<file path="config.mk">
export PLATFORM = sky130hd
export DESIGN_NAME = page_frame_replacement_unit
export DESIGN_NICKNAME = d
export VERILOG_FILES = /design/src/design/pfru_pkg.sv /design/src/design/pfru_ctrl.sv /design/src/design/pfru_datapath.sv /design/src/design/page_frame_replacement_unit.sv
export SDC_FILE = /design/constraint.sdc
export NUM_CORES = 2
export LEC_CHECK = 0
export ABC_CLOCK_PERIOD_IN_PS = 7730
export BUFFER_PORTS_ARGS = -buffer_cell sky130_fd_sc_hd__clkbuf_2
export CAP_MARGIN = 20
export CELL_PAD_IN_SITES_DETAIL_PLACEMENT = 0
export CELL_PAD_IN_SITES_GLOBAL_PLACEMENT = 1
export CORE_ASPECT_RATIO = 1.25
export CORE_MARGIN = 2
export CORE_UTILIZATION = 30
export CTS_BUF_LIST = sky130_fd_sc_hd__clkbuf_4 sky130_fd_sc_hd__clkbuf_8
export CTS_CLUSTER_SIZE = 16
export DETAILED_ROUTE_END_ITERATION = 8
export GPL_ROUTABILITY_DRIVEN = 0
export PLACE_DENSITY = 0.56
export SYNTH_ARGS = -nofsm -noshare
export SYNTH_HDL_FRONTEND = slang
export SYNTH_SLANG_ARGS = --single-unit
</file>
<file path="constraint.sdc">
create_clock -name clock -period 7.73 [get_ports clock]
set_clock_uncertainty 0.05 [all_clocks]
set_input_delay 0.773 -clock clock [delete_from_list [all_inputs] [get_ports clock]]
set_output_delay 0.773 -clock clock [all_outputs]
set_load 0.03 [all_outputs]
</file>
<file path="src/design/pfru_pkg.sv">
package pfru_pkg;

   localparam int MAX_FRAMES = 32;
   localparam int FRAME_W    = 5;
   localparam int CNT_W      = 6;
   localparam int RND_W      = 31;
   localparam int TIME_W     = 32;
   localparam int WIN_W      = 16;
   localparam int CMD_W      = 2;
   localparam int POL_W      = 3;
   localparam int REQ_DATA_W = 72;
   localparam int RSP_DATA_W = 8;

   localparam logic [CMD_W-1:0] CMD_ACCESS  = 2'd0;
   localparam logic [CMD_W-1:0] CMD_FAULT   = 2'd1;
   localparam logic [CMD_W-1:0] CMD_RELEASE = 2'd2;
   localparam logic [CMD_W-1:0] CMD_NOP     = 2'd3;

   localparam logic [POL_W-1:0] POL_FIFO   = 3'd0;
   localparam logic [POL_W-1:0] POL_RANDOM = 3'd1;
   localparam logic [POL_W-1:0] POL_CLOCK  = 3'd2;
   localparam logic [POL_W-1:0] POL_NRU    = 3'd3;
   localparam logic [POL_W-1:0] POL_AGING  = 3'd4;
   localparam logic [POL_W-1:0] POL_WSET   = 3'd5;

   localparam logic [1:0] CSR_POLICY    = 2'd0;
   localparam logic [1:0] CSR_FRAMES    = 2'd1;
   localparam logic [1:0] CSR_NRU_INT   = 2'd2;
   localparam logic [1:0] CSR_WS_WINDOW = 2'd3;

   localparam logic [POL_W-1:0]  POLICY_RESET   = POL_FIFO;
   localparam logic [CNT_W-1:0]  FRAMES_RESET   = 6'd32;
   localparam logic [WIN_W-1:0]  INTERVAL_RESET = 16'd50;

   typedef enum logic [3:0] {
      DP_IDLE,
      DP_LOAD,
      DP_ACCESS,
      DP_RELEASE,
      DP_NOP,
      DP_WAIT,
      DP_FQ_TAKE,
      DP_VICTIM_INIT,
      DP_FIFO_PICK,
      DP_RAND_STEP,
      DP_CLOCK_STEP,
      DP_NRU_STEP,
      DP_NRU_PICK,
      DP_AGE_STEP,
      DP_WS_STEP,
      DP_MAP
   } dp_op_type;

   typedef struct packed {
      logic [CMD_W-1:0] cmd;
      logic [POL_W-1:0] policy;
      logic             free_avail;
      logic             found;
      logic             last;
   } dp_status_type;

   function automatic logic [FRAME_W-1:0] next_of(input logic [FRAME_W-1:0] h,
                                                  input logic [CNT_W-1:0] n);
      next_of = (({1'b0, h} + CNT_W'(1)) >= n) ? '0 : h + FRAME_W'(1);
   endfunction

   function automatic logic [CNT_W-1:0] active_frames(input logic [CNT_W-1:0] v);
      if (v == '0) begin
         active_frames = CNT_W'(1);
      end else if (v > CNT_W'(MAX_FRAMES)) begin
         active_frames = CNT_W'(MAX_FRAMES);
      end else begin
         active_frames = v;
      end
   endfunction

endpackage

</file>
<file path="src/design/pfru_ctrl.sv">
module pfru_ctrl (
   input  logic                    clock,
   input  logic                    reset,
   input  logic                    req_tvalid,
   output logic                    req_tready,
   output logic                    rsp_tvalid,
   input  logic                    rsp_tready,
   input  pfru_pkg::dp_status_type status,
   output pfru_pkg::dp_op_type     op
);
   import pfru_pkg::*;

   typedef enum logic [3:0] {
      S_IDLE,
      S_DECODE,
      S_FQ_TAKE,
      S_FIFO,
      S_RAND,
      S_CLOCK,
      S_NRU,
      S_NRU_PICK,
      S_AGE_RD,
      S_AGE_EXE,
      S_WS_RD,
      S_WS_EXE,
      S_MAP
   } state_type;

   state_type state_ff, state_in;
   logic      rsp_valid_ff, rsp_valid_in;
   logic      out_free;

   assign out_free   = !rsp_valid_ff || rsp_tready;
   assign req_tready = (state_ff == S_IDLE);
   assign rsp_tvalid = rsp_valid_ff;

   always_comb begin
      state_in     = state_ff;
      op           = DP_IDLE;
      rsp_valid_in = rsp_valid_ff && !rsp_tready;
      unique case (state_ff)
         S_IDLE: begin
            if (req_tvalid) begin
               op       = DP_LOAD;
               state_in = S_DECODE;
            end
         end
         S_DECODE: begin
            unique case (status.cmd)
               CMD_FAULT: begin
                  if (status.free_avail) begin
                     op       = DP_WAIT;
                     state_in = S_FQ_TAKE;
                  end else begin
                     op = DP_VICTIM_INIT;
                     unique case (status.policy)
                        POL_RANDOM: state_in = S_RAND;
                        POL_CLOCK:  state_in = S_CLOCK;
                        POL_NRU:    state_in = S_NRU;
                        POL_AGING:  state_in = S_AGE_RD;
                        POL_WSET:   state_in = S_WS_RD;
                        default:    state_in = S_FIFO;
                     endcase
                  end
               end
               CMD_ACCESS: begin
                  if (out_free) begin
                     op           = DP_ACCESS;
                     rsp_valid_in = 1'b1;
                     state_in     = S_IDLE;
                  end
               end
               CMD_RELEASE: begin
                  if (out_free) begin
                     op           = DP_RELEASE;
                     rsp_valid_in = 1'b1;
                     state_in     = S_IDLE;
                  end
               end
               CMD_NOP: begin
                  if (out_free) begin
                     op           = DP_NOP;
                     rsp_valid_in = 1'b1;
                     state_in     = S_IDLE;
                  end
               end
            endcase
         end
         S_FQ_TAKE: begin
            op       = DP_FQ_TAKE;
            state_in = S_MAP;
         end
         S_FIFO: begin
            op       = DP_FIFO_PICK;
            state_in = S_MAP;
         end
         S_RAND: begin
            op = DP_RAND_STEP;
            if (status.last) state_in = S_MAP;
         end
         S_CLOCK: begin
            op = DP_CLOCK_STEP;
            if (status.found || status.last) state_in = S_MAP;
         end
         S_NRU: begin
            op = DP_NRU_STEP;
            if (status.found) begin
               state_in = S_MAP;
            end else if (status.last) begin
               state_in = S_NRU_PICK;
            end
         end
         S_NRU_PICK: begin
            op       = DP_NRU_PICK;
            state_in = S_MAP;
         end
         S_AGE_RD: begin
            op       = DP_WAIT;
            state_in = S_AGE_EXE;
         end
         S_AGE_EXE: begin
            op       = DP_AGE_STEP;
            state_in = status.last ? S_MAP : S_AGE_RD;
         end
         S_WS_RD: begin
            op       = DP_WAIT;
            state_in = S_WS_EXE;
         end
         S_WS_EXE: begin
            op       = DP_WS_STEP;
            state_in = (status.found || status.last) ? S_MAP : S_WS_RD;
         end
         S_MAP: begin
            if (out_free) begin
               op           = DP_MAP;
               rsp_valid_in = 1'b1;
               state_in     = S_IDLE;
            end
         end
      endcase
   end

   always_ff @(posedge clock) begin
      if (reset) begin
         state_ff     <= S_IDLE;
         rsp_valid_ff <= 1'b0;
      end else begin
         state_ff     <= state_in;
         rsp_valid_ff <= rsp_valid_in;
      end
   end

endmodule

</file>
<file path="src/design/pfru_datapath.sv">
module pfru_datapath (
   input  logic                                clock,
   input  logic                                reset,
   input  logic                                csr_we,
   input  logic [1:0]                          csr_index,
   input  logic [pfru_pkg::WIN_W-1:0]          csr_wdata,
   input  logic [pfru_pkg::CMD_W-1:0]          in_command,
   input  logic [pfru_pkg::FRAME_W-1:0]        in_frame_index,
   input  logic                                in_is_write,
   input  logic                                in_wr_prot,
   input  logic [pfru_pkg::TIME_W-1:0]         in_now,
   input  logic [pfru_pkg::RND_W-1:0]          in_random_value,
   input  pfru_pkg::dp_op_type                 op,
   output pfru_pkg::dp_status_type             status,
   output logic [pfru_pkg::RSP_DATA_W-1:0]     rsp_data
);
   import pfru_pkg::*;

   logic [POL_W-1:0]      policy_ff, policy_in;
   logic [CNT_W-1:0]      fiu_ff, fiu_in;
   logic [WIN_W-1:0]      nru_int_ff, nru_int_in;
   logic [WIN_W-1:0]      ws_win_ff, ws_win_in;

   logic [CMD_W-1:0]      cmd_ff, cmd_in;
   logic [FRAME_W-1:0]    idx_ff, idx_in;
   logic                  wr_ff, wr_in;
   logic                  prot_ff, prot_in;
   logic [TIME_W-1:0]     now_ff, now_in;
   logic [RND_W-1:0]      rnd_ff, rnd_in;

   logic [MAX_FRAMES-1:0] mapped_ff, mapped_in;
   logic [MAX_FRAMES-1:0] ref_ff, ref_in;
   logic [MAX_FRAMES-1:0] mod_ff, mod_in;
   logic [MAX_FRAMES-1:0] age_vld_ff, age_vld_in;
   logic [MAX_FRAMES-1:0] lu_vld_ff, lu_vld_in;
   logic [MAX_FRAMES-1:0] fq_vld_ff, fq_vld_in;

   logic [CNT_W-1:0]      free_count_ff, free_count_in;
   logic [FRAME_W-1:0]    free_head_ff, free_head_in;
   logic [FRAME_W-1:0]    hand_ff, hand_in;
   logic [TIME_W-1:0]     mark_ff, mark_in;

   logic [FRAME_W-1:0]    h_ff, h_in;
   logic [CNT_W-1:0]      k_ff, k_in;
   logic [FRAME_W-1:0]    best_ff, best_in;
   logic [TIME_W-1:0]     best_val_ff, best_val_in;
   logic                  sweep_ff, sweep_in;
   logic [3:0]            cls_v_ff, cls_v_in;
   logic [3:0][FRAME_W-1:0] cls_i_ff, cls_i_in;
   logic [FRAME_W-1:0]    rem_ff, rem_in;
   logic [FRAME_W-1:0]    f_ff, f_in;
   logic                  from_free_ff, from_free_in;
   logic [RSP_DATA_W-1:0] rsp_ff, rsp_in;

   logic [TIME_W-1:0]     age_mem [MAX_FRAMES];
   logic [TIME_W-1:0]     lu_mem [MAX_FRAMES];
   logic [FRAME_W-1:0]    fq_mem [MAX_FRAMES];
   logic [TIME_W-1:0]     age_rd_ff, lu_rd_ff;
   logic [FRAME_W-1:0]    fq_rd_ff;

   logic                  age_we, lu_we, fq_we;
   logic [FRAME_W-1:0]    age_wa, lu_wa, fq_wa;
   logic [TIME_W-1:0]     age_wd, lu_wd;
   logic [FRAME_W-1:0]    fq_wd;

   logic [CNT_W-1:0]      n;
   logic [FRAME_W-1:0]    nh, nnh, hs, pick, bsel, vsel;
   logic                  r_h, m_h;
   logic [1:0]            cls;
   logic                  found_clock, found_nru, found_ws;
   logic                  last_n, last_2n, last_rand;
   logic [TIME_W-1:0]     na, ws_age;
   logic [CNT_W-1:0]      r2, rm;
   logic                  acc_ok, rel_ok, was, vm;

   assign n    = active_frames(fiu_ff);
   assign nh   = next_of(h_ff, n);
   assign nnh  = next_of(nh, n);
   assign r_h  = ref_ff[h_ff];
   assign m_h  = mod_ff[h_ff];
   assign cls  = {r_h, m_h};
   assign na   = {r_h, age_rd_ff[TIME_W-1:1]};
   assign ws_age = now_ff - lu_rd_ff;

   assign found_clock = !r_h;
   assign found_nru   = (cls == 2'd0) && !sweep_ff && !cls_v_ff[0];
   assign found_ws    = !r_h && (ws_age >= {{(TIME_W-WIN_W){1'b0}}, ws_win_ff});

   assign last_n    = (k_ff == n - CNT_W'(1));
   assign last_2n   = ({1'b0, k_ff} == ({n, 1'b0} - (CNT_W+1)'(1)));
   assign last_rand = (k_ff == CNT_W'(RND_W - 1));

   assign r2 = {rem_ff, rnd_ff[FRAME_W'(RND_W - 1) - k_ff[FRAME_W-1:0]]};
   assign rm = (r2 >= n) ? r2 - n : r2;

   assign hs = ({1'b0, hand_ff} >= n) ? '0 : hand_ff;

   assign acc_ok = ({1'b0, idx_ff} < n) && mapped_ff[idx_ff];
   assign rel_ok = acc_ok && (free_count_ff < CNT_W'(MAX_FRAMES));
   assign was    = mapped_ff[f_ff];
   assign vm     = was & mod_ff[f_ff];

   always_comb begin
      if (cls_v_ff[0]) begin
         pick = cls_i_ff[0];
      end else if (cls_v_ff[1]) begin
         pick = cls_i_ff[1];
      end else if (cls_v_ff[2]) begin
         pick = cls_i_ff[2];
      end else if (cls_v_ff[3]) begin
         pick = cls_i_ff[3];
      end else begin
         pick = h_ff;
      end
   end

   assign bsel = ((k_ff == '0) || (na < best_val_ff)) ? h_ff : best_ff;
   assign vsel = (!r_h && ((k_ff == '0) || (lu_rd_ff < best_val_ff))) ? h_ff : best_ff;

   always_comb begin
      status.cmd        = cmd_ff;
      status.policy     = policy_ff;
      status.free_avail = (free_count_ff != '0);
      status.found      = 1'b0;
      status.last       = last_n;
      unique case (op)
         DP_CLOCK_STEP: begin
            status.found = found_clock;
            status.last  = last_2n;
         end
         DP_NRU_STEP:  status.found = found_nru;
         DP_WS_STEP:   status.found = found_ws;
         DP_RAND_STEP: status.last  = last_rand;
         default: ;
      endcase
   end

   always_comb begin
      policy_in     = policy_ff;
      fiu_in        = fiu_ff;
      nru_int_in    = nru_int_ff;
      ws_win_in     = ws_win_ff;
      cmd_in        = cmd_ff;
      idx_in        = idx_ff;
      wr_in         = wr_ff;
      prot_in       = prot_ff;
      now_in        = now_ff;
      rnd_in        = rnd_ff;
      mapped_in     = mapped_ff;
      ref_in        = ref_ff;
      mod_in        = mod_ff;
      age_vld_in    = age_vld_ff;
      lu_vld_in     = lu_vld_ff;
      fq_vld_in     = fq_vld_ff;
      free_count_in = free_count_ff;
      free_head_in  = free_head_ff;
      hand_in       = hand_ff;
      mark_in       = mark_ff;
      h_in          = h_ff;
      k_in          = k_ff;
      best_in       = best_ff;
      best_val_in   = best_val_ff;
      sweep_in      = sweep_ff;
      cls_v_in      = cls_v_ff;
      cls_i_in      = cls_i_ff;
      rem_in        = rem_ff;
      f_in          = f_ff;
      from_free_in  = from_free_ff;
      rsp_in        = rsp_ff;
      age_we        = 1'b0;
      age_wa        = h_ff;
      age_wd        = na;
      lu_we         = 1'b0;
      lu_wa         = h_ff;
      lu_wd         = now_ff;
      fq_we         = 1'b0;
      fq_wa         = free_head_ff + free_count_ff[FRAME_W-1:0];
      fq_wd         = idx_ff;

      unique case (op)
         DP_LOAD: begin
            cmd_in  = in_command;
            idx_in  = in_frame_index;
            wr_in   = in_is_write;
            prot_in = in_wr_prot;
            now_in  = in_now;
            rnd_in  = in_random_value;
         end
         DP_ACCESS: begin
            if (acc_ok) begin
               if (wr_ff && !prot_ff) mod_in[idx_ff] = 1'b1;
               ref_in[idx_ff] = 1'b1;
            end
            rsp_in = {3'b000, idx_ff};
         end
         DP_RELEASE: begin
            if (rel_ok) begin
               mapped_in[idx_ff] = 1'b0;
               ref_in[idx_ff]    = 1'b0;
               mod_in[idx_ff]    = 1'b0;
               fq_we             = 1'b1;
               fq_vld_in[fq_wa]  = 1'b1;
               free_count_in     = free_count_ff + CNT_W'(1);
            end
            rsp_in = {rel_ok & mod_ff[idx_ff], 2'b00, idx_ff};
         end
         DP_NOP: begin
            rsp_in = {3'b000, idx_ff};
         end
         DP_FQ_TAKE: begin
            f_in          = ({1'b0, fq_rd_ff} >= n) ? '0 : fq_rd_ff;
            free_head_in  = free_head_ff + FRAME_W'(1);
            free_count_in = free_count_ff - CNT_W'(1);
            from_free_in  = 1'b1;
         end
         DP_VICTIM_INIT: begin
            hand_in      = hs;
            h_in         = hs;
            best_in      = hs;
            k_in         = '0;
            cls_v_in     = '0;
            rem_in       = '0;
            from_free_in = 1'b0;
            sweep_in     = 1'b0;
            if ((policy_ff == POL_NRU) &&
                ((now_ff - mark_ff) >= {{(TIME_W-WIN_W){1'b0}}, nru_int_ff})) begin
               sweep_in = 1'b1;
               mark_in  = now_ff;
            end
         end
         DP_FIFO_PICK: begin
            f_in    = h_ff;
            hand_in = nh;
         end
         DP_RAND_STEP: begin
            rem_in = rm[FRAME_W-1:0];
            f_in   = rm[FRAME_W-1:0];
            k_in   = k_ff + CNT_W'(1);
         end
         DP_CLOCK_STEP: begin
            if (found_clock) begin
               f_in    = h_ff;
               hand_in = nh;
            end else begin
               ref_in[h_ff] = 1'b0;
               h_in         = nh;
               k_in         = k_ff + CNT_W'(1);
               f_in         = nh;
               hand_in      = nnh;
            end
         end
         DP_NRU_STEP: begin
            if (found_nru) begin
               f_in    = h_ff;
               hand_in = nh;
            end else begin
               if (!cls_v_ff[cls]) begin
                  cls_v_in[cls] = 1'b1;
                  cls_i_in[cls] = h_ff;
               end
               if (sweep_ff) ref_in[h_ff] = 1'b0;
               h_in = nh;
               k_in = k_ff + CNT_W'(1);
            end
         end
         DP_NRU_PICK: begin
            f_in    = pick;
            hand_in = next_of(pick, n);
         end
         DP_AGE_STEP: begin
            age_we             = 1'b1;
            age_vld_in[h_ff]   = 1'b1;
            ref_in[h_ff]       = 1'b0;
            best_in            = bsel;
            if (bsel == h_ff) best_val_in = na;
            f_in               = bsel;
            hand_in            = next_of(bsel, n);
            h_in               = nh;
            k_in               = k_ff + CNT_W'(1);
         end
         DP_WS_STEP: begin
            if (r_h) begin
               lu_we           = 1'b1;
               lu_vld_in[h_ff] = 1'b1;
               ref_in[h_ff]    = 1'b0;
               if (k_ff == '0) best_val_in = now_ff;
            end
            if (found_ws) begin
               f_in    = h_ff;
               hand_in = nh;
            end else begin
               best_in = vsel;
               if (!r_h && (vsel == h_ff)) best_val_in = lu_rd_ff;
               f_in    = vsel;
               hand_in = next_of(vsel, n);
               h_in    = nh;
               k_in    = k_ff + CNT_W'(1);
            end
         end
         DP_MAP: begin
            mapped_in[f_ff] = 1'b1;
            mod_in[f_ff]    = (wr_ff && !prot_ff) || (mod_ff[f_ff] && !was);
            ref_in[f_ff]    = 1'b1;
            if (policy_ff == POL_AGING) begin
               age_we           = 1'b1;
               age_wa           = f_ff;
               age_wd           = '0;
               age_vld_in[f_ff] = 1'b1;
            end
            lu_we           = 1'b1;
            lu_wa           = f_ff;
            lu_vld_in[f_ff] = 1'b1;
            rsp_in          = {vm, was, from_free_ff, f_ff};
         end
         default: ;
      endcase

      if (csr_we) begin
         unique case (csr_index)
            CSR_POLICY:    policy_in  = csr_wdata[POL_W-1:0];
            CSR_FRAMES: begin
               fiu_in        = csr_wdata[CNT_W-1:0];
               mapped_in     = '0;
               ref_in        = '0;
               mod_in        = '0;
               age_vld_in    = '0;
               lu_vld_in     = '0;
               fq_vld_in     = '0;
               free_count_in = active_frames(csr_wdata[CNT_W-1:0]);
               free_head_in  = '0;
               hand_in       = '0;
               mark_in       = '0;
            end
            CSR_NRU_INT:   nru_int_in = csr_wdata;
            CSR_WS_WINDOW: ws_win_in  = csr_wdata;
         endcase
      end
   end

   always_ff @(posedge clock) begin
      if (reset) begin
         policy_ff     <= POLICY_RESET;
         fiu_ff        <= FRAMES_RESET;
         nru_int_ff    <= INTERVAL_RESET;
         ws_win_ff     <= INTERVAL_RESET;
         mapped_ff     <= '0;
         ref_ff        <= '0;
         mod_ff        <= '0;
         age_vld_ff    <= '0;
         lu_vld_ff     <= '0;
         fq_vld_ff     <= '0;
         free_count_ff <= active_frames(FRAMES_RESET);
         free_head_ff  <= '0;
         hand_ff       <= '0;
         mark_ff       <= '0;
      end else begin
         policy_ff     <= policy_in;
         fiu_ff        <= fiu_in;
         nru_int_ff    <= nru_int_in;
         ws_win_ff     <= ws_win_in;
         mapped_ff     <= mapped_in;
         ref_ff        <= ref_in;
         mod_ff        <= mod_in;
         age_vld_ff    <= age_vld_in;
         lu_vld_ff     <= lu_vld_in;
         fq_vld_ff     <= fq_vld_in;
         free_count_ff <= free_count_in;
         free_head_ff  <= free_head_in;
         hand_ff       <= hand_in;
         mark_ff       <= mark_in;
      end
   end

   always_ff @(posedge clock) begin
      cmd_ff       <= cmd_in;
      idx_ff       <= idx_in;
      wr_ff        <= wr_in;
      prot_ff      <= prot_in;
      now_ff       <= now_in;
      rnd_ff       <= rnd_in;
      h_ff         <= h_in;
      k_ff         <= k_in;
      best_ff      <= best_in;
      best_val_ff  <= best_val_in;
      sweep_ff     <= sweep_in;
      cls_v_ff     <= cls_v_in;
      cls_i_ff     <= cls_i_in;
      rem_ff       <= rem_in;
      f_ff         <= f_in;
      from_free_ff <= from_free_in;
      rsp_ff       <= rsp_in;
   end

   // per-frame tables, read data registered; unwritten entries read as zero, free queue entries as their own index
   always_ff @(posedge clock) begin
      if (age_we) age_mem[age_wa] <= age_wd;
      age_rd_ff <= age_vld_ff[h_ff] ? age_mem[h_ff] : '0;
   end

   always_ff @(posedge clock) begin
      if (lu_we) lu_mem[lu_wa] <= lu_wd;
      lu_rd_ff <= lu_vld_ff[h_ff] ? lu_mem[h_ff] : '0;
   end

   always_ff @(posedge clock) begin
      if (fq_we) fq_mem[fq_wa] <= fq_wd;
      fq_rd_ff <= fq_vld_ff[free_head_ff] ? fq_mem[free_head_ff] : free_head_ff;
   end

   assign rsp_data = rsp_ff;

endmodule

</file>
<file path="src/design/page_frame_replacement_unit.sv">
// page frame replacement unit
// req channel: one command per transfer (access, fault, release, nop); the block
//   takes a new request only when the previous one has left the datapath
// rsp channel: exactly one result per request, held in an output register
// csr port: policy, frame count, nru interval, working set window; writing
//   the frame count reinitializes the frame table and free queue; the user must
//   do it only while no request is in flight, the block does not enforce this
// steps from request transfer to result valid:
//   access, release, nop: answered from the decode state
//   fault served from the free queue or fifo victim: decode, then a pick state, then map
//   random victim: the bit-serial remainder unit walks every bit of random_value
//   clock and nru victim: one frame per cycle
//   aging and working set victim: a read state and a step state per frame
//     for the registered read of the age or last-use table
// a new request is accepted in the cycle after the result is produced, even
//   if that result has not been taken; a stalled rsp side holds the block
//   once its next result is ready
// reset restores the register defaults and the full free queue at once
module page_frame_replacement_unit (
   input  logic                                  clock,
   input  logic                                  reset,
   input  logic                                  req_tvalid,
   output logic                                  req_tready,
   // frame_index, is_write, wr_prot, now, random_value, zero fill
   input  logic [pfru_pkg::REQ_DATA_W-1:0]       req_tdata,
   // command
   input  logic [pfru_pkg::CMD_W-1:0]            req_tuser,
   output logic                                  rsp_tvalid,
   input  logic                                  rsp_tready,
   // chosen_frame, from_free_list, evicted, victim_modified
   output logic [pfru_pkg::RSP_DATA_W-1:0]       rsp_tdata,
   input  logic                                  csr_we,
   input  logic [1:0]                            csr_index,
   input  logic [pfru_pkg::WIN_W-1:0]            csr_wdata
);
   import pfru_pkg::*;

   dp_op_type     op;
   dp_status_type status;

   pfru_ctrl u_ctrl (
      .clock      (clock),
      .reset      (reset),
      .req_tvalid (req_tvalid),
      .req_tready (req_tready),
      .rsp_tvalid (rsp_tvalid),
      .rsp_tready (rsp_tready),
      .status     (status),
      .op         (op)
   );

   pfru_datapath u_datapath (
      .clock              (clock),
      .reset              (reset),
      .csr_we             (csr_we),
      .csr_index          (csr_index),
      .csr_wdata          (csr_wdata),
      .in_command         (req_tuser),
      .in_frame_index     (req_tdata[4:0]),
      .in_is_write        (req_tdata[5]),
      .in_wr_prot         (req_tdata[6]),
      .in_now             (req_tdata[38:7]),
      .in_random_value    (req_tdata[69:39]),
      .op                 (op),
      .status             (status),
      .rsp_data           (rsp_tdata)
   );

endmodule

</file>
---- Yosys cells after proc, flatten, opt, wreduce, memory -nomap -nowiden ----
Memories as Yosys holds them, arrays and structs flattened. A register that Yosys moved wholly into a read port is not among the register bits.
Index checks and enable logic that the tools add are counted.
word-level totals
  memories ................................ 3
  RAM bits ................................ 2208
  output and inout bits ................... 10
  bits of input ports ..................... 97
  register bits ........................... 455
  logic and storage cells ................. 397
cells by class
  order comparisons ....................... 28
  add/subtract/negate cells ............... 21
  reduce and logical (&&, ||, !) cells .... 65
  bitwise logic cells ..................... 20
  muxes and demuxes ....................... 171
  equality and inequality tests ........... 52
memories
  name                depth  width  rd ports  clocked after memory_dff  write ports  line                 source
  u_datapath.age_mem  32     32     1         1                         1            pfru_datapath.sv:55  logic [TIME_W-1:0] age_mem [MAX_FRAMES];
  u_datapath.lu_mem   32     32     1         1                         1            pfru_datapath.sv:56  logic [TIME_W-1:0] lu_mem [MAX_FRAMES];
  u_datapath.fq_mem   32     5      1         1                         1            pfru_datapath.sv:57  logic [FRAME_W-1:0] fq_mem [MAX_FRAMES];
operators by type and width
  kind                                                 number
  2-to-1 mux 32 bit                                    36
  bitwise OR 32 bit                                    9
  case mux 32 bit (2 select lines)                     4
  case mux 32 bit (6 select lines)                     1
  2-to-1 mux 5 bit                                     34
  AND 32 bit                                           4
  case mux 32 bit (3 select lines)                     1
  >= comparator 32 x 16 -> 1 bit                       2
  < comparator 32 bit                                  2
  inverter 32 bit                                      2
  subtractor 32 bit                                    2
  2-to-1 mux 6 bit                                     10
  equality test 4 bit (second input constant)          13
  binary-select mux 1 bit (select 5 bit)               10
  case mux 4 bit (12 select lines)                     1
  case mux 4 bit (11 select lines)                     1
  2-to-1 mux 4 bit                                     10
  case mux 5 bit (8 select lines)                      1
  >= comparator 6 bit                                  6
  < comparator 5 x 6 -> 1 bit (second input constant)  6
  case mux 5 bit (7 select lines)                      1
  bitwise mux 32 bit                                   1
  adder 5 x 1 -> 5 bit (second input constant)         6
  adder 5 x 1 -> 6 bit (second input constant)         5
  66 further kinds                                     189

---- Depth between registers and ports, before layout ----
  word-level depth ........................ 12
  mapped depth ............................ 31
  gate-level depth less buffers ........... 26

---- Hierarchy ----
Synthesis repeated with hierarchy kept, for this count alone.
unflattened totals
  cells, all modules ...................... 7378
  area, all modules ....................... 115624.6 um^2
by module, submodules not included
  module         seq. area each (um^2)  instances  area each (um^2)  cells each
  pfru_datapath  77254.1                1          114891.4          7277
  pfru_ctrl      100.1                  1          733.2             101

---- Least setup slack after synthesis ----
Ideal clock, no wire load.
  path kind ............................... register -> register
  from .................................... reg u_datapath.h_ff[0]
  to ...................................... reg u_datapath.hand_ff[0]
  period minus slack after synthesis ...... 6.644 ns
  arrival time ............................ 6.508 ns
  setup time .............................. 0.086 ns
  path slack .............................. 1.086 ns
  required time ........................... 7.594 ns
  path buffers ............................ 4
  cell stages (with the launch flop) ...... 30
  cell sequence ........................... edfxtp_1 > buf_2 > mux4_2 > mux2_2 > a222oi_1 > o21a_1 > inv_2 > clkbuf_1 > buf_1 > ha_1 > nand4_1 > nor2_1 > nand2_1 > a21o_1 > a31o_2 > a21oi_1 > clkbuf_1 > mux2i_1 > inv_1 > ha_1 > ha_1 > a21o_1 > a21o_1 > a21oi_1 > nor2_1 > a2111oi_0 > a221o_1 > or3_1 > a31oi_1 > a211oi_1
on the way
  word-level cells in the longest chain between the ends .. 12
  elaborated cells between the ends (all ways) .. 44
  those cells by class .................... add/sub: 10; order compare: 6; mux: 21; reduce/logical: 7
RTL lines
  element                                                      line                  source
  start, declared                                              pfru_datapath.sv:43   logic [FRAME_W-1:0] h_ff, h_in;
  start signal, assigned                                       pfru_datapath.sv:381  h_ff <= h_in;
  branches (longest 9 deep; another with < comparator 32 bit)  -
  case mux 5 bit (7 select lines) (*)                          pfru_datapath.sv:180  unique case (op)
  2-to-1 mux 5 bit                                             pfru_datapath.sv:319  unique case (csr_index)
  2-to-1 mux 5 bit (*)                                         pfru_datapath.sv:318  if (csr_we) begin
  end signal, assigned                                         pfru_datapath.sv:369  hand_ff <= hand_in;
  end, declared                                                pfru_datapath.sv:40   logic [FRAME_W-1:0] hand_ff, hand_in;
Every way passes the cells marked *. The select of a mux whose other input is x is not followed.
A chain may end at the register's enable or synchronous reset.

---- Final worst setup path ----
  from .................................... reg u_datapath.now_ff[0] (netlist: u_datapath.lu_wd[0])
  to ...................................... reg u_datapath.best_val_ff[0], data pin
on the way
  word-level cells in the longest chain between the ends .. 5
  elaborated cells between the ends (all ways) .. 8
  those cells by class .................... add/sub: 1; order compare: 1; mux: 5; reduce/logical: 1
RTL lines
  element                                                              line                                       source
  start, declared                                                      pfru_datapath.sv:28                        logic [TIME_W-1:0] now_ff, now_in;
  start signal, assigned                                               pfru_datapath.sv:379                       now_ff <= now_in;
  subtractor 32 bit or 2-to-1 mux 32 bit (tied branches)               pfru_datapath.sv:83, pfru_datapath.sv:286
  >= comparator 32 x 16 -> 1 bit or 2-to-1 mux 32 bit (tied branches)  pfru_datapath.sv:87, pfru_datapath.sv:282
  logical AND 1 bit or 2-to-1 mux 32 bit (tied branches)               pfru_datapath.sv:87, pfru_datapath.sv:293
  2-to-1 mux 32 bit (*)                                                pfru_datapath.sv:288                       if (found_ws) begin
  case mux 32 bit (2 select lines) (*)                                 pfru_datapath.sv:180
  net u_datapath.best_val_in[0]                                        pfru_datapath.sv:46                        logic [TIME_W-1:0] best_val_ff, best_val_in;
  end signal, assigned                                                 pfru_datapath.sv:384                       best_val_ff <= best_val_in;
  end, declared                                                        pfru_datapath.sv:46
Mark *: on every way through the listed nets, which the timed path passes. The rest lies on a longest branch.

==> results.py <==
metrics = {
    "sta": {
        "finalSetupViolCount": 0,
        "maxSlewHeadroom": 0.1934,
        "fin_crit_ns": 6.878,
        "finalSetupTns_ns": 0,
        "clock.fmax_mhz": 145.4,
        "worst_slew_pin_slew_ns": 1.210,
        "rsz0062_at_grt": "no",
        "slew_viol_final": 0,
        "hold_violations": 0,
        "fin_crit_sh": 0.8897,
    },
    "global_route": {
        "antenna_found_initial": 35,
        "busiest_layer": "met2",
        "grt_pass1_wl_um": 537500,
        "grt_max_degree": 177,
        "grt_use_met2": 0.3288,
        "grt_usage": 0.1917,
        "met3_usage": 0.02779,
        "grt.overflow.total": 0,
        "grt_pass1_vias": 71999,
        "grt_use_met1": 0.2392,
    },
    "yosys": {
        "syn_area_mm2": 0.1154,
        "ys_async_sr_fraction": 0,
        "synth-warning-count": 0,
        "ys_seq_elements": 2694,
        "syn_inst": 7336,
        "synthDistinctLibCells": 99,
        "synth_edf_count": 2340,
        "synth_top_flop_cell": "edfxtp_1",
        "yosysSeqAreaShare": 0.6703,
        "avgSynthCellArea_um2": 15.73,
        "syn_nets": 7664,
    },
    "setup_path": {
        "critPathMaxStageDelay_ns": 0.83,
        "cp_max_fo": 34,
        "r2r_slack_ns": 0.85,
        "r2r-start": "u_datapath.lu_wd[0]",
        "required_ns": 8.40,
        "cp.arrival_ns": 7.55,
        "worstSetupEndpointType": "flip-flop",
        "cp_num_buf_inv": 3,
        "rr_endpoint": "u_datapath.best_val_ff[0]",
        "r2r_cells": 21,
        "cp.depth": 21,
        "startpoint_type": "flip-flop",
        "crit_chain": "buf_4 -> inv_1 -> ha_1 -> inv_1 -> fa_1 -> a211oi_1 -> o211ai_1 -> a21oi_1 -> o21ai_0 -> xor2_1 -> ha_1 -> nor2b_1 -> o21ai_0 -> o2111ai_1 -> nor3_1 -> a21boi_0 -> nand4_1 -> nor4_1 -> nand4bb_4 -> mux2i_1 -> o21ai_0",
        "crit_type": "flip-flop to flip-flop",
        "path_delay_family": "compound AO/OA/AOI/OAI gates",
        "cp-startpoint": "u_datapath.lu_wd[0]",
        "critPathSlowestCell": "nand4bb_4",
        "crit_top_cell": "o21ai_0",
        "endpoint": "u_datapath.best_val_ff[0]",
    },
    "die": {
        "top_level_ports": 107,
        "initial_core_util": 0.3013,
        "rows": 254,
        "die_h_um": 697.4,
        "core-area_mm2": 0.3830,
        "die_w_um": 558.7,
        "die-area_mm2": 0.3897,
    },
    "final_layout": {
        "mostFrequentLayoutCells": "edfxtp_1, mux4_2, nand2_1",
        "final_net_count": 8112,
        "fin_util": 0.3483,
        "drive_gt1_frac": 0.2344,
        "layout_commonest_cell": "edfxtp_1",
        "syn_to_final_growth_pct": 15.59,
    },
    "routing": {
        "via_per_inst": 5.334,
        "drcViolationCount": 3,
        "drtIter0Drc": 7715,
        "ant_nets": 0,
        "drt_wl_total_um": 383300,
        "drtPass1Iterations": 9,
        "vias": 70777,
        "wire_per_inst_um": 28.88,
    },
    "status": {
        "violations": "DRC",
        "outcome": "complete, but fails checks",
    },
    "clocking": {
        "cts_resized": 0,
        "cts_buffers": 426,
        "cts_tree": "built",
        "clk_path_buf_depth": 4,
        "cts-root-buf": "clkbuf_8",
        "cts_setup_buffers": 0,
        "path_clk_slew_ns": 0.06,
        "clock_latency_ns": 1.13,
        "h-tree-depth": 5,
        "cts.sinks": 2694,
    },
    "min_path": {
        "hp-class": "input pin to flip-flop",
    },
    "power_and_ir_drop": {
        "vdd_ir_drop_max_mv": 0.2078,
        "p_clk_frac": 0.307,
        "p_comb_frac": 0.261,
        "sw_frac_of_total": 0.3351,
        "p_seq_frac": 0.432,
        "powerDensity_mw_per_mm2": 308.3,
        "power.leakage_uw": 0.04159,
        "intPower_uw": 27340,
        "p_sw_uw": 13780,
    },
    "place": {
        "io_buffers": 104,
        "dp_hpwl_um": 234800,
    },
    "flow_run": {
        "drv_cap": 0,
    },
}
[Yosys cell counts, types with 21 or more instances]
master    instances  share of area
and3_1           21         0.0011
xnor2_1          47         0.0036
mux2_2           43         0.0042
nor2_1          552          0.018
xor2_1           35         0.0027
a21oi_1         320          0.014
a22o_1           87         0.0066
o21ai_1          33         0.0014
buf_1            69         0.0022
o21ai_0         210         0.0091
nor2b_1          72         0.0039
o211ai_1         28         0.0018
edfxtp_1       2340           0.61
nor3_1           73         0.0032
nand2b_1         42         0.0023
o22ai_1          66         0.0036
ha_1            227          0.025
a221oi_1         70         0.0053
a21o_1           61         0.0040
a22oi_1         122         0.0079
mux4_2          622           0.12
a211oi_1         62         0.0040
dfxtp_1         354          0.061
mux2i_1         148          0.013
a31oi_1         139         0.0075
nand3_1          93         0.0040
nand2_1         487          0.016
buf_2            60         0.0026
inv_1           182         0.0059
o21a_1           22         0.0014
clkbuf_1        303         0.0099
nand4_1          42         0.0023
[power groups by stage]
stage | sequential (uW) | clock [uW] | combinational [uW]
2_1_floorplan | 18300 | 0 | 6040
3_5_place_dp | 18100 | 0 | 10700
5_1_grt | 17800 | 13500 | 11500
3_3_place_gp | 18100 | 0 | 10600
4_1_cts | 17800 | 12900 | 10700
6_report | 17800 | 12600 | 10700
[metal layers]
metal | vias to the layer above | part of all wire
met5 | - | 0.00016
met4 | 8 | 0.046
met3 | 754 | 0.058
met2 | 2709 | 0.50
met1 | 37117 | 0.40
li1 | 30189 | -
[sequential cells by signal (all words and copies together), names as in the netlist, 8 cells and up]
name                    cells
u_datapath.fq_vld_ff       32
u_datapath.rsp_data         8
u_datapath.best_val_ff     32
u_datapath.rnd_ff          31
u_datapath.lu_rd_ff        32
u_datapath.mark_ff         32
u_datapath.mod_ff          32
u_datapath.mapped_ff       32
u_datapath.lu_vld_ff       32
u_datapath.age_rd_ff       31
u_datapath.ws_win_ff       16
u_datapath.nru_int_ff      16
u_datapath.lu_wd           32
u_datapath.ref_ff          32
u_datapath.fq_mem         160
u_datapath.age_mem        992
u_datapath.lu_mem        1024
u_datapath.cls_i_ff        20
u_datapath.age_vld_ff      32
[worst min-delay path: stages]
cell and delay, ns:
clkbuf_2 0.14, nor2_1 0.15, o211ai_1 0.18
[worst min-delay path by stage]
stage,startpoint,endpoint,slack [ns],depth (start not counted)
after floorplan,u_datapath.lu_vld_ff[10],u_datapath.lu_vld_ff[10],0.38,2
after global placement,u_datapath.lu_vld_ff[16],u_datapath.lu_vld_ff[16],0.39,2
after detailed placement,u_datapath.ws_win_ff[15],u_datapath.ws_win_ff[15],0.40,2
after CTS,rsp_tready,u_ctrl.rsp_tvalid,0.04,4
after global routing,csr_index[0],u_datapath.nru_int_ff[1],0.09,3
final,csr_index[0],u_datapath.nru_int_ff[1],0.1,3
[final cells by class]
class / count / area, um2
multi-input combinational: 4017 / 36380
clock inverter: 165 / 1270
timing repair buffer: 459 / 3787
sequential: 2694 / 77360
inverter: 186 / 700.7
tap: 5120 / 6406
clock buffer: 615 / 7457
fill: 36597 / 249600
antenna: 14 / 35.03
[through the flow]
step | worst slack [ns] | instance area, um2 | instances | hold WS [ns] | power (uW)
detailed placement | 1.024 | 123400 | 12366 | 0.4036 | 28750
floorplan | 1.086 | 115400 | 7336 | 0.3815 | 24360
global placement | 0.7840 | 123300 | 12361 | 0.3938 | 28630
finish | 0.8523 | 133400 | 13270 | 0.09994 | 41130
CTS | 0.8714 | 133000 | 13235 | 0.03586 | 41460
global route | 0.3375 | 133400 | 13263 | 0.08955 | 42810
[repair_timing]
action                                 4_1_cts  5_1_grt
endpoints found under the hold margin      113        0
setup endpoints to repair                    0        0
hold buffers                                89        0
[logic make-up after synthesis]
kind of cell / count (synthesis) / synth area share
multiplexers: 815 / 0.1386
adder cells (fa/ha/maj): 231 / 0.02531
XOR/XNOR: 82 / 0.006223
buffers and inverters: 625 / 0.02134
flip-flops: 2694 / 0.6703
AO/OA/AOI/OAI: 1397 / 0.08064
AND/OR/NAND/NOR: 1492 / 0.05757
(Power assumes the default switching activity.)
